### config.mk
export PLATFORM = sky130hd
export DESIGN_NAME = seven_tap_edge_renormalized_smoother_flat
export DESIGN_NICKNAME = d
export VERILOG_FILES = /design/src/stsm_pkg.sv /design/src/stsm_in_if.sv /design/src/stsm_out_if.sv /design/src/stsm_frame_ctl.sv /design/src/stsm_wsum.sv /design/src/stsm_recip_div.sv /design/src/stsm_out_buf.sv /design/src/seven_tap_edge_renormalized_smoother.sv /design/src/flat_wrapper.sv
export SDC_FILE = /design/constraint.sdc
export NUM_CORES = 2
export LEC_CHECK = 0
export BUFFER_PORTS_ARGS = -buffer_cell sky130_fd_sc_hd__buf_2
export CAP_MARGIN = 40
export CORE_UTILIZATION = 55
export DETAILED_ROUTE_END_ITERATION = 7
export PLACE_DENSITY = 0.82
export SETUP_SLACK_MARGIN = 0.15
export SYNTH_ARGS = -nofsm -noshare
export SYNTH_HDL_FRONTEND = slang
export SYNTH_SLANG_ARGS = --single-unit
### constraint.sdc
create_clock -name i_clk -period 10 [get_ports i_clk]
set_input_delay 2 -clock i_clk [delete_from_list [all_inputs] [get_ports i_clk]]
set_output_delay 2 -clock i_clk [all_outputs]
set_load 0.005 [all_outputs]
### src/stsm_pkg.sv
// Package for the seven-tap edge-renormalized smoother.
// Sample width, internal widths and the transaction types shared by the modules.
// No dependencies.
package stsm_pkg;

    localparam int SAMPLE_WIDTH = 24;
    localparam int HIST_DEPTH   = 6;
    localparam int TAPS         = 7;
    localparam int SEEN_W       = 3;
    // weighted sum: up to 22 * 2^(SAMPLE_WIDTH-1) in magnitude
    localparam int SUM_W        = SAMPLE_WIDTH + 5;
    // biased numerator, always positive and below 44 * 2^SAMPLE_WIDTH
    localparam int NP_W         = SAMPLE_WIDTH + 6;
    // reciprocal of twice the divisor, scaled by 2^NP_W; largest is 2^NP_W / 16
    localparam int M_W          = NP_W - 3;
    localparam int PROD_W       = NP_W + M_W;
    localparam int TD_W         = 6;

    typedef logic signed [SAMPLE_WIDTH-1:0] t_sample;
    typedef logic [1:0]                     t_cnt;

    // One window for the arithmetic pipeline: taps outside the frame are zero.
    typedef struct packed {
        t_sample [TAPS-1:0] tap;
        t_cnt               lcnt;   // taps present left of the center
        t_cnt               rcnt;   // taps present right of the center
        logic               last;
    } t_job;

    typedef struct packed {
        logic signed [SUM_W-1:0] sum;
        logic [3:0]              idx;  // {lcnt, rcnt}
        logic                    last;
    } t_wsum;

    typedef struct packed {
        t_sample smoothed;
        logic    last;
    } t_res;

    function automatic logic signed [SUM_W-1:0] sext_sum(input t_sample x);
        return SUM_W'(x);
    endfunction

endpackage

### src/stsm_in_if.sv
// Input channel of the smoother: valid/ready handshake with one sample per transaction.
// Depends on stsm_pkg.
interface stsm_in_if;
    import stsm_pkg::*;

    logic    valid;
    logic    ready;
    t_sample sample;
    logic    last_sample;

    modport source (output valid, output sample, output last_sample, input ready);
    modport sink   (input valid, input sample, input last_sample, output ready);
endinterface

### src/stsm_out_if.sv
// Output channel of the smoother: valid/ready handshake with one smoothed sample.
// Depends on stsm_pkg.
interface stsm_out_if;
    import stsm_pkg::*;

    logic    valid;
    logic    ready;
    t_sample smoothed;
    logic    last_out;

    modport source (output valid, output smoothed, output last_out, input ready);
    modport sink   (input valid, input smoothed, input last_out, output ready);
endinterface

### src/stsm_frame_ctl.sv
// Frame control: sample history, fill count and end-of-frame flush sequencer.
// Issues one registered window per cycle into the arithmetic pipeline while i_en is high.
// Depends on stsm_pkg and stsm_in_if.
module stsm_frame_ctl (
    input  logic           i_clk,
    input  logic           i_rst_n,
    stsm_in_if.sink        i_in,
    input  logic           i_en,
    output logic           o_job_valid,
    output stsm_pkg::t_job o_job
);
    import stsm_pkg::*;

    localparam logic [SEEN_W-1:0] SEEN_FULL = SEEN_W'(HIST_DEPTH);
    localparam logic [SEEN_W-1:0] HALF_WIN  = SEEN_W'(3);
    localparam logic [SEEN_W-1:0] LAST_SLOT = SEEN_W'(HIST_DEPTH);

    t_sample           r_hist [HIST_DEPTH];
    logic [SEEN_W-1:0] r_seen;
    logic              r_flush;
    t_sample           r_cur;
    logic [SEEN_W-1:0] r_c;
    logic [SEEN_W-1:0] r_lo;
    logic              r_job_valid;
    t_job              r_job;

    logic              w_ready;
    logic              w_take;
    logic [SEEN_W-1:0] w_lo_now;
    logic [SEEN_W-1:0] w_first;
    logic [SEEN_W-1:0] w_left;
    t_sample           w_slot [10];
    t_job              w_norm_job;
    t_job              w_flush_job;
    t_job              n_job;
    logic              n_job_valid;

    assign w_ready    = i_en && !r_flush;
    assign w_take     = i_in.valid && w_ready;
    assign i_in.ready = w_ready;

    assign w_lo_now = LAST_SLOT - r_seen;
    assign w_first  = (w_lo_now > HALF_WIN) ? w_lo_now : HALF_WIN;
    assign w_left   = r_c - r_lo;

    always_comb begin
        for (int s = 0; s < 10; s++) begin
            w_slot[s] = '0;
        end
        for (int s = 0; s < HIST_DEPTH; s++) begin
            w_slot[s] = r_hist[s];
        end
        w_slot[HIST_DEPTH] = r_cur;

        // steady state: center is the fourth newest sample
        for (int k = 0; k < HIST_DEPTH; k++) begin
            w_norm_job.tap[k] = r_hist[k];
        end
        w_norm_job.tap[TAPS-1] = i_in.sample;
        w_norm_job.lcnt        = 2'(r_seen - HALF_WIN);
        w_norm_job.rcnt        = 2'd3;
        w_norm_job.last        = 1'b0;

        // flush: window slides over the frozen history and the final sample
        for (int k = 0; k < TAPS; k++) begin
            w_flush_job.tap[k] = w_slot[4'(r_c) - 4'd3 + 4'(k)];
        end
        w_flush_job.lcnt = (w_left > HALF_WIN) ? 2'd3 : 2'(w_left);
        w_flush_job.rcnt = 2'(LAST_SLOT - r_c);
        w_flush_job.last = (r_c == LAST_SLOT);

        n_job       = r_flush ? w_flush_job : w_norm_job;
        n_job_valid = r_flush || (w_take && !i_in.last_sample && (r_seen >= HALF_WIN));
    end

    always_ff @(posedge i_clk) begin
        if (!i_rst_n) begin
            r_hist      <= '{default: '0};
            r_seen      <= '0;
            r_flush     <= 1'b0;
            r_job_valid <= 1'b0;
        end else if (i_en) begin
            r_job_valid <= n_job_valid;
            if (r_flush) begin
                if (r_c == LAST_SLOT) begin
                    // frame done: start the next one from an empty history
                    r_flush <= 1'b0;
                    r_seen  <= '0;
                    r_hist  <= '{default: '0};
                end
            end else if (w_take) begin
                if (i_in.last_sample) begin
                    r_flush <= 1'b1;
                end else begin
                    for (int s = 0; s < HIST_DEPTH - 1; s++) begin
                        r_hist[s] <= r_hist[s+1];
                    end
                    r_hist[HIST_DEPTH-1] <= i_in.sample;
                    if (r_seen != SEEN_FULL) begin
                        r_seen <= r_seen + 1'b1;
                    end
                end
            end
        end
    end

    always_ff @(posedge i_clk) begin
        if (i_en) begin
            r_job <= n_job;
            if (r_flush) begin
                r_c <= r_c + 1'b1;
            end else if (w_take && i_in.last_sample) begin
                r_cur <= i_in.sample;
                r_lo  <= w_lo_now;
                r_c   <= w_first;
            end
        end
    end

    assign o_job_valid = r_job_valid;
    assign o_job       = r_job;

`ifndef NO_ASSERTIONS
    a_seen_range: assert property (@(posedge i_clk) disable iff (!i_rst_n)
        r_seen <= SEEN_FULL)
        else $error("fill count beyond history depth");

    a_flush_center: assert property (@(posedge i_clk) disable iff (!i_rst_n)
        r_flush |-> (r_c >= r_lo) && (r_c >= HALF_WIN))
        else $error("flush center outside the frame");

    a_flush_clears: assert property (@(posedge i_clk) disable iff (!i_rst_n)
        $fell(r_flush) |-> (r_seen == '0))
        else $error("history not cleared after flush");
`endif
endmodule

### src/stsm_wsum.sv
// Weighted sum stage: 8/4/2/1 kernel over one window, registered.
// Depends on stsm_pkg.
module stsm_wsum (
    input  logic            i_clk,
    input  logic            i_rst_n,
    input  logic            i_en,
    input  logic            i_job_valid,
    input  stsm_pkg::t_job  i_job,
    output logic            o_valid,
    output stsm_pkg::t_wsum o_wsum
);
    import stsm_pkg::*;

    logic  r_valid;
    t_wsum r_wsum;
    t_wsum n_wsum;

    always_comb begin
        n_wsum.sum  = (sext_sum(i_job.tap[3]) <<< 3)
                    + ((sext_sum(i_job.tap[2]) + sext_sum(i_job.tap[4])) <<< 2)
                    + ((sext_sum(i_job.tap[1]) + sext_sum(i_job.tap[5])) <<< 1)
                    + sext_sum(i_job.tap[0]) + sext_sum(i_job.tap[6]);
        n_wsum.idx  = {i_job.lcnt, i_job.rcnt};
        n_wsum.last = i_job.last;
    end

    always_ff @(posedge i_clk) begin
        if (!i_rst_n) begin
            r_valid <= 1'b0;
        end else if (i_en) begin
            r_valid <= i_job_valid;
        end
    end

    always_ff @(posedge i_clk) begin
        if (i_en) begin
            r_wsum <= n_wsum;
        end
    end

    assign o_valid = r_valid;
    assign o_wsum  = r_wsum;
endmodule

### src/stsm_recip_div.sv
// Rounded division of the weighted sum by the kernel weight total.
// Bias to a positive numerator, multiply by a reciprocal, correct by one.
// Depends on stsm_pkg.
module stsm_recip_div (
    input  logic            i_clk,
    input  logic            i_rst_n,
    input  logic            i_en,
    input  logic            i_valid,
    input  stsm_pkg::t_wsum i_wsum,
    output logic            o_valid,
    output stsm_pkg::t_res  o_res
);
    import stsm_pkg::*;

    localparam logic [63:0] ONE_SH = 64'd1 << NP_W;

    // twice the weight total, indexed by {left taps, right taps}
    localparam logic [TD_W-1:0] TWOD_TAB [16] = '{
        6'd16, 6'd24, 6'd28, 6'd30,
        6'd24, 6'd32, 6'd36, 6'd38,
        6'd28, 6'd36, 6'd40, 6'd42,
        6'd30, 6'd38, 6'd42, 6'd44
    };

    // floor(2^NP_W / twod); never above the true reciprocal
    localparam logic [M_W-1:0] RECIP_TAB [16] = '{
        M_W'(ONE_SH / 64'd16), M_W'(ONE_SH / 64'd24),
        M_W'(ONE_SH / 64'd28), M_W'(ONE_SH / 64'd30),
        M_W'(ONE_SH / 64'd24), M_W'(ONE_SH / 64'd32),
        M_W'(ONE_SH / 64'd36), M_W'(ONE_SH / 64'd38),
        M_W'(ONE_SH / 64'd28), M_W'(ONE_SH / 64'd36),
        M_W'(ONE_SH / 64'd40), M_W'(ONE_SH / 64'd42),
        M_W'(ONE_SH / 64'd30), M_W'(ONE_SH / 64'd38),
        M_W'(ONE_SH / 64'd42), M_W'(ONE_SH / 64'd44)
    };

    // numerator stage
    logic              r_n_valid;
    logic [NP_W-1:0]   r_np;
    logic [M_W-1:0]    r_m;
    logic [TD_W-1:0]   r_twod;
    logic              r_n_last;
    // product stage
    logic              r_p_valid;
    logic [PROD_W-1:0] r_prod;
    logic [NP_W-1:0]   r_p_np;
    logic [TD_W-1:0]   r_p_twod;
    logic              r_p_last;

    logic [TD_W-1:0]          w_twod;
    logic signed [NP_W:0]     w_bias;
    logic signed [NP_W:0]     w_np_full;
    logic [SAMPLE_WIDTH-1:0]  w_q_est;
    logic [NP_W-1:0]          w_back;
    logic [NP_W-1:0]          w_rem;
    logic [SAMPLE_WIDTH-1:0]  w_q;

    // numerator = 2*sum + d + d*2^SAMPLE_WIDTH, so the quotient carries a
    // bias of 2^(SAMPLE_WIDTH-1) and floor division works on unsigned values
    always_comb begin
        w_twod    = TWOD_TAB[i_wsum.idx];
        w_bias    = $signed(((NP_W+1)'(w_twod) >> 1)
                  + ((NP_W+1)'(w_twod) << (SAMPLE_WIDTH - 1)));
        w_np_full = ($signed((NP_W+1)'($signed(i_wsum.sum))) <<< 1) + w_bias;
    end

    always_comb begin
        w_q_est = r_prod[NP_W +: SAMPLE_WIDTH];
        w_back  = NP_W'(w_q_est) * NP_W'(r_p_twod);
        w_rem   = r_p_np - w_back;
        w_q     = w_q_est + SAMPLE_WIDTH'(w_rem >= NP_W'(r_p_twod));
    end

    always_ff @(posedge i_clk) begin
        if (!i_rst_n) begin
            r_n_valid <= 1'b0;
            r_p_valid <= 1'b0;
        end else if (i_en) begin
            r_n_valid <= i_valid;
            r_p_valid <= r_n_valid;
        end
    end

    always_ff @(posedge i_clk) begin
        if (i_en) begin
            r_np     <= w_np_full[NP_W-1:0];
            r_m      <= RECIP_TAB[i_wsum.idx];
            r_twod   <= w_twod;
            r_n_last <= i_wsum.last;
            r_prod   <= PROD_W'(r_np) * PROD_W'(r_m);
            r_p_np   <= r_np;
            r_p_twod <= r_twod;
            r_p_last <= r_n_last;
        end
    end

    // drop the bias by flipping the sign bit
    assign o_valid        = r_p_valid;
    assign o_res.smoothed = {~w_q[SAMPLE_WIDTH-1], w_q[SAMPLE_WIDTH-2:0]};
    assign o_res.last     = r_p_last;

`ifndef NO_ASSERTIONS
    a_one_step_fix: assert property (@(posedge i_clk) disable iff (!i_rst_n)
        r_p_valid |-> (w_rem < (NP_W'(r_p_twod) << 1)))
        else $error("reciprocal estimate off by more than one");
`endif
endmodule

### src/stsm_out_buf.sv
// Output register with one skid entry; its fill state stalls the pipeline.
// Depends on stsm_pkg and stsm_out_if.
module stsm_out_buf (
    input  logic           i_clk,
    input  logic           i_rst_n,
    input  logic           i_valid,
    input  stsm_pkg::t_res i_res,
    output logic           o_en,
    stsm_out_if.source     o_out
);
    import stsm_pkg::*;

    logic r_out_valid;
    logic r_skid_valid;
    t_res r_out;
    t_res r_skid;
    logic w_push;

    assign o_en   = !r_skid_valid;
    assign w_push = i_valid && !r_skid_valid;

    always_ff @(posedge i_clk) begin
        if (!i_rst_n) begin
            r_out_valid  <= 1'b0;
            r_skid_valid <= 1'b0;
        end else if (r_skid_valid) begin
            if (o_out.ready) begin
                r_skid_valid <= 1'b0;
            end
        end else if (w_push) begin
            if (r_out_valid && !o_out.ready) begin
                r_skid_valid <= 1'b1;
            end
            r_out_valid <= 1'b1;
        end else if (o_out.ready) begin
            r_out_valid <= 1'b0;
        end
    end

    always_ff @(posedge i_clk) begin
        if (r_skid_valid) begin
            if (o_out.ready) begin
                r_out <= r_skid;
            end
        end else if (w_push) begin
            // hold the stalled result, park the new one
            if (r_out_valid && !o_out.ready) begin
                r_skid <= i_res;
            end else begin
                r_out <= i_res;
            end
        end
    end

    assign o_out.valid    = r_out_valid;
    assign o_out.smoothed = r_out.smoothed;
    assign o_out.last_out = r_out.last;

`ifndef NO_ASSERTIONS
    a_skid_behind_out: assert property (@(posedge i_clk) disable iff (!i_rst_n)
        r_skid_valid |-> r_out_valid)
        else $error("skid entry held with empty output register");
`endif
endmodule

### src/seven_tap_edge_renormalized_smoother.sv
// Seven-tap edge-renormalized smoother, top level.
// Usage:
//   i_in carries one signed sample per transaction, last_sample set on the
//   final sample of a frame. o_out carries the smoothed samples in frame order,
//   last_out set on the final one. Output n is the 8/4/2/1 weighted mean of the
//   samples within three places, divided by the weights present (22 inside the
//   frame, less at the edges), rounded to nearest with ties up.
//   Output n is computed once sample n+3 is taken; the last sample of a frame
//   releases all pending outputs (up to four), one per cycle unless the pipeline
//   holds, and i_in.ready is low until the last of them is issued. Otherwise the
//   input takes one sample per cycle unless the pipeline holds.
//   Path: the transaction that releases a result loads the window register,
//   then the result passes the weighted sum, biased numerator and reciprocal
//   multiply registers, and the correction feeds the output register; flushed
//   results take the same path after the final sample.
//   Reset clears the history and empties the pipeline; the first sample after
//   reset starts a frame. When o_out stalls, one more result lands in a skid
//   entry, then the whole pipeline holds and i_in.ready drops until it drains.
// Depends on stsm_pkg, stsm_in_if, stsm_out_if and the stsm_* stage modules.
module seven_tap_edge_renormalized_smoother (
    input  logic       i_clk,
    input  logic       i_rst_n,
    stsm_in_if.sink    i_in,
    stsm_out_if.source o_out
);
    import stsm_pkg::*;

    logic  w_en;
    logic  w_job_valid;
    t_job  w_job;
    logic  w_sum_valid;
    t_wsum w_wsum;
    logic  w_res_valid;
    t_res  w_res;

    stsm_frame_ctl u_frame_ctl (
        .i_clk       (i_clk),
        .i_rst_n     (i_rst_n),
        .i_in        (i_in),
        .i_en        (w_en),
        .o_job_valid (w_job_valid),
        .o_job       (w_job)
    );

    stsm_wsum u_wsum (
        .i_clk       (i_clk),
        .i_rst_n     (i_rst_n),
        .i_en        (w_en),
        .i_job_valid (w_job_valid),
        .i_job       (w_job),
        .o_valid     (w_sum_valid),
        .o_wsum      (w_wsum)
    );

    stsm_recip_div u_recip_div (
        .i_clk   (i_clk),
        .i_rst_n (i_rst_n),
        .i_en    (w_en),
        .i_valid (w_sum_valid),
        .i_wsum  (w_wsum),
        .o_valid (w_res_valid),
        .o_res   (w_res)
    );

    stsm_out_buf u_out_buf (
        .i_clk   (i_clk),
        .i_rst_n (i_rst_n),
        .i_valid (w_res_valid),
        .i_res   (w_res),
        .o_en    (w_en),
        .o_out   (o_out)
    );
endmodule

### src/flat_wrapper.sv
// flat-port wrapper written by rule: the top's interface ports become plain ports
module seven_tap_edge_renormalized_smoother_flat import stsm_pkg::*;
  (i_clk, i_rst_n, i_in_valid, i_in_sample, i_in_last_sample, i_in_ready, o_out_valid, o_out_smoothed, o_out_last_out, o_out_ready);
  stsm_in_if i_in_i ();
  stsm_out_if o_out_i ();
  input  logic i_clk;
  input  logic i_rst_n;
  input wire logic [$bits(i_in_i.valid)-1:0] i_in_valid;
  input wire logic [$bits(i_in_i.sample)-1:0] i_in_sample;
  input wire logic [$bits(i_in_i.last_sample)-1:0] i_in_last_sample;
  output wire logic [$bits(i_in_i.ready)-1:0] i_in_ready;
  output wire logic [$bits(o_out_i.valid)-1:0] o_out_valid;
  output wire logic [$bits(o_out_i.smoothed)-1:0] o_out_smoothed;
  output wire logic [$bits(o_out_i.last_out)-1:0] o_out_last_out;
  input wire logic [$bits(o_out_i.ready)-1:0] o_out_ready;
  assign i_in_i.valid = i_in_valid;
  assign i_in_i.sample = i_in_sample;
  assign i_in_i.last_sample = i_in_last_sample;
  assign i_in_ready = i_in_i.ready;
  assign o_out_valid = o_out_i.valid;
  assign o_out_smoothed = o_out_i.smoothed;
  assign o_out_last_out = o_out_i.last_out;
  assign o_out_i.ready = o_out_ready;
  seven_tap_edge_renormalized_smoother u_core (.i_clk(i_clk), .i_rst_n(i_rst_n), .i_in(i_in_i), .o_out(o_out_i));
endmodule
==> out/summary.txt <==
Largest net degree at the start of global routing: 174
Clk_lat worst skew: 700 ps
Synth warnings: 0
WHS Endpoint: u_core.u_recip_div.r_p_last
Worst Reg-to-Reg Cells: 23
DR vias: 46300
Syn nets: 7506
Pre-CTS setup slack: 1530 ps
Hold Startpoint: u_core.u_recip_div.r_n_last
Status: complete, no violations
Final setup violation count: 0
Die area: 111000 µm²
DRT iter0 DRCs: 4742
CP arrival: 9110 ps
Min cycle time layout: 8700 ps
Main synth FF type: edfxtp_1
Critical Path, Cell by Cell: buf_4 > nand2_1 > fa_1 > inv_1 > fa_1 > fa_1 > inv_1 > fa_1 > fa_1 > fa_1 > inv_1 > fa_1 > ha_1 > a21oi_1 > o21ai_0 > a311oi_1 > o2bb2ai_1 > a21oi_1 > o21ai_0 > o21ai_0 > nand3_1 > a31oi_1 > xnor2_1
Die width: 333 µm
Critical path type: flop to flop
Diode count: 0
Syn Area/Cell: 9.64 µm²
Num CTS Buffers: 61
Synth-to-Final Area Change: 7.62%
Most frequent cells in the layout: inv_1, fa_1, nand2_1, edfxtp_1, ha_1
Bufs on Longest Clock Path: 3
Pins over their slew limit: 0
First-pass GRT wire length: 263000 µm
FP Rows: 121
Peak per-stage delay on the critical path: 1000 ps
Total track usage: 30.2%
Sequential area share after synthesis: 25.1%
Residual DRC count: 0
Sink Count: 557
Core footprint: 109000 µm²
R2R setup slack: 1300 ps
Hold path depth: 0
Worst Tran Pin Value: 1060 ps
Slowest-stage cell, CP: edfxtp_1
# port buffers: 55
Max-cap viol count: 0
Final WS setup: 1300 ps
Vias per inst: 6.09
Layout Nets: 7373
Slew headroom: 29.3%
Gr ovfl total: 0
First-pass DRT Iterations: 6
Die Height: 333 µm
Final weighted congestion of routability-driven global placement: 1.02
RSZ-0062 raised after global routing: false
Layout cells sized above 1: 5.87%
CP max FO: 19
Drt wl/cell: 21.9 µm
R2R Path End: u_core.u_recip_div.r_prod[53]
Clock-pin slew of the registers on the worst-case setup and hold paths: 60 ps
Initial core utilization: 55.5%
CP most frequent cell: fa_1
Number of synthesized flops with an enable pin: 403
Fmax: 0.115 GHz
Final TNS setup: 0 ps
Post-CTS setup buffer count: 0
Hold WC Path Type: flop to flop
HPWL after DPL: 123000 µm
Netlist Area Pre-Place: 60400 µm²
Distinct cells, synth: 79
Final ANT Viol Nets: 0
Register bit count reported by yosys: 557
Depth of the CTS H-tree: 2
Most common cell after layout, fill and taps aside: inv_1
WL final: 167000 µm
Startpoint Class: flop
Fillers: 8606
Hold_buf cts: 0
Fin. Hold Viols: 0
CP Capture Type: flop
Worst clock skew: 54.7 ps
Vias in the first global route: 48400
IO Pins: 56
Async S/R FF share, synth: 0%
Clock root buffer: clkbuf_16
CTS tree: yes
CP required: 10410 ps
Worst r2r src: u_core.u_recip_div.r_m[6]
Synth Instances: 6268
Antenna violations before repair: 3
Final cycle utilization of the critical path: 87.0%
Resized cells post-CTS: 0
==> critical path: cells and delay by family (launching register included) <==
family | cells | cell delay [ps]
AND/OR/NAND/NOR | 2 | 290
XOR/XNOR | 1 | 100
buffers and inverters | 4 | 570
AO/OA/AOI/OAI | 8 | 2570
flip-flops | 1 | 1000
adder cells (fa/ha/maj) | 8 | 3920
==> stage by stage <==
step	area [µm²]	hold WS, ps	utilization (%)	instances
finish	65000	418	59.7	7602
detailed placement	62600	405	57.5	7484
global placement	61800	400	56.7	7446
global route	65000	422	59.7	7602
floorplan	60400	400	-	6268
CTS	65000	418	59.7	7600
==> cell type report <==
| cell class | count | area, µm² | area share, % |
|---|---|---|---|
| tap | 1414 | 1770 | 2.72 |
| timing repair buffer | 161 | 1670 | 2.56 |
| clock buffer | 68 | 1570 | 2.42 |
| inverter | 1064 | 4000 | 6.16 |
| clock inverter | 48 | 808 | 1.24 |
| sequential | 557 | 15200 | 23.4 |
| multi-input combinational | 4290 | 40000 | 61.5 |
==> sequential cells by signal, summed over array words and instances, names as in the netlist, 3 cells and up <==
| name | cells |
|---|---|
| u_core.u_out_buf.r_skid | 25 |
| u_core.u_recip_div.r_p_np | 30 |
| u_core.u_frame_ctl.r_lo | 3 |
| u_core.u_wsum.o_wsum | 34 |
| u_core.u_recip_div.r_prod | 24 |
| u_core.u_frame_ctl.r_c | 3 |
| u_core.u_recip_div.r_np | 30 |
| u_core.u_recip_div.r_p_twod | 4 |
| u_core.u_out_buf.o_out.smoothed | 24 |
| u_core.u_recip_div.r_twod | 4 |
| u_core.u_frame_ctl.r_cur | 24 |
| u_core.u_frame_ctl.r_seen | 3 |
| u_core.u_recip_div.r_m | 22 |
| u_core.u_frame_ctl.r_hist | 144 |
| u_core.u_frame_ctl.o_job | 173 |
==> kinds of logic after synthesis <==
kind of cell,share of synthesized area (%)
AO/OA/AOI/OAI,10.7
XOR/XNOR,2.46
adder cells (fa/ha/maj),35.8
buffers and inverters,8.83
flip-flops,25.1
multiplexers,4.39
AND/OR/NAND/NOR,12.7
==> synthesized netlist by cell type (127+ instances only) <==
cell,instances,area (µm²)
mux2i_1,179,1790
ha_1,340,4250
and2_1,275,1720
nor3_1,127,636
a21oi_1,262,1310
edfxtp_1,403,12100
dfxtp_1,154,3080
o22ai_1,146,913
nand2_1,752,2820
inv_1,1062,3990
clkbuf_1,323,1210
fa_1,869,17400
nor2_1,337,1260
==> metal layers <==
layer	vias to the layer above	share of wire, %	GRT usage (%)
li1	20000	-	-
met1	22600	36	37.2
met2	2861	47	49.7
met3	706	11	5.84
met4	2	6.6	17.4
met5	-	0.011	0.261
==> how the worst max path moves through the flow <==
| stage | start | to | slack, ps | depth (start not counted) |
|---|---|---|---|---|
| after floorplan | u_core.u_out_buf.r_skid_valid | u_core.u_out_buf.o_out.smoothed[17] | 160 | 4 |
| after global placement | u_core.u_recip_div.r_m[6] | u_core.u_recip_div.r_prod[48] | 1620 | 23 |
| after detailed placement | u_core.u_recip_div.r_m[6] | u_core.u_recip_div.r_prod[48] | 1530 | 23 |
| after CTS | u_core.u_recip_div.r_m[22] | u_core.u_recip_div.r_prod[53] | 1400 | 23 |
| after global routing | u_core.u_recip_div.r_m[6] | u_core.u_recip_div.r_prod[53] | 1090 | 23 |
| final | u_core.u_recip_div.r_m[6] | u_core.u_recip_div.r_prod[53] | 1300 | 23 |
Power is left out: the tool's default activity adds up to more than one toggle a clock period on the data nets, which glitch-free logic cannot reach.
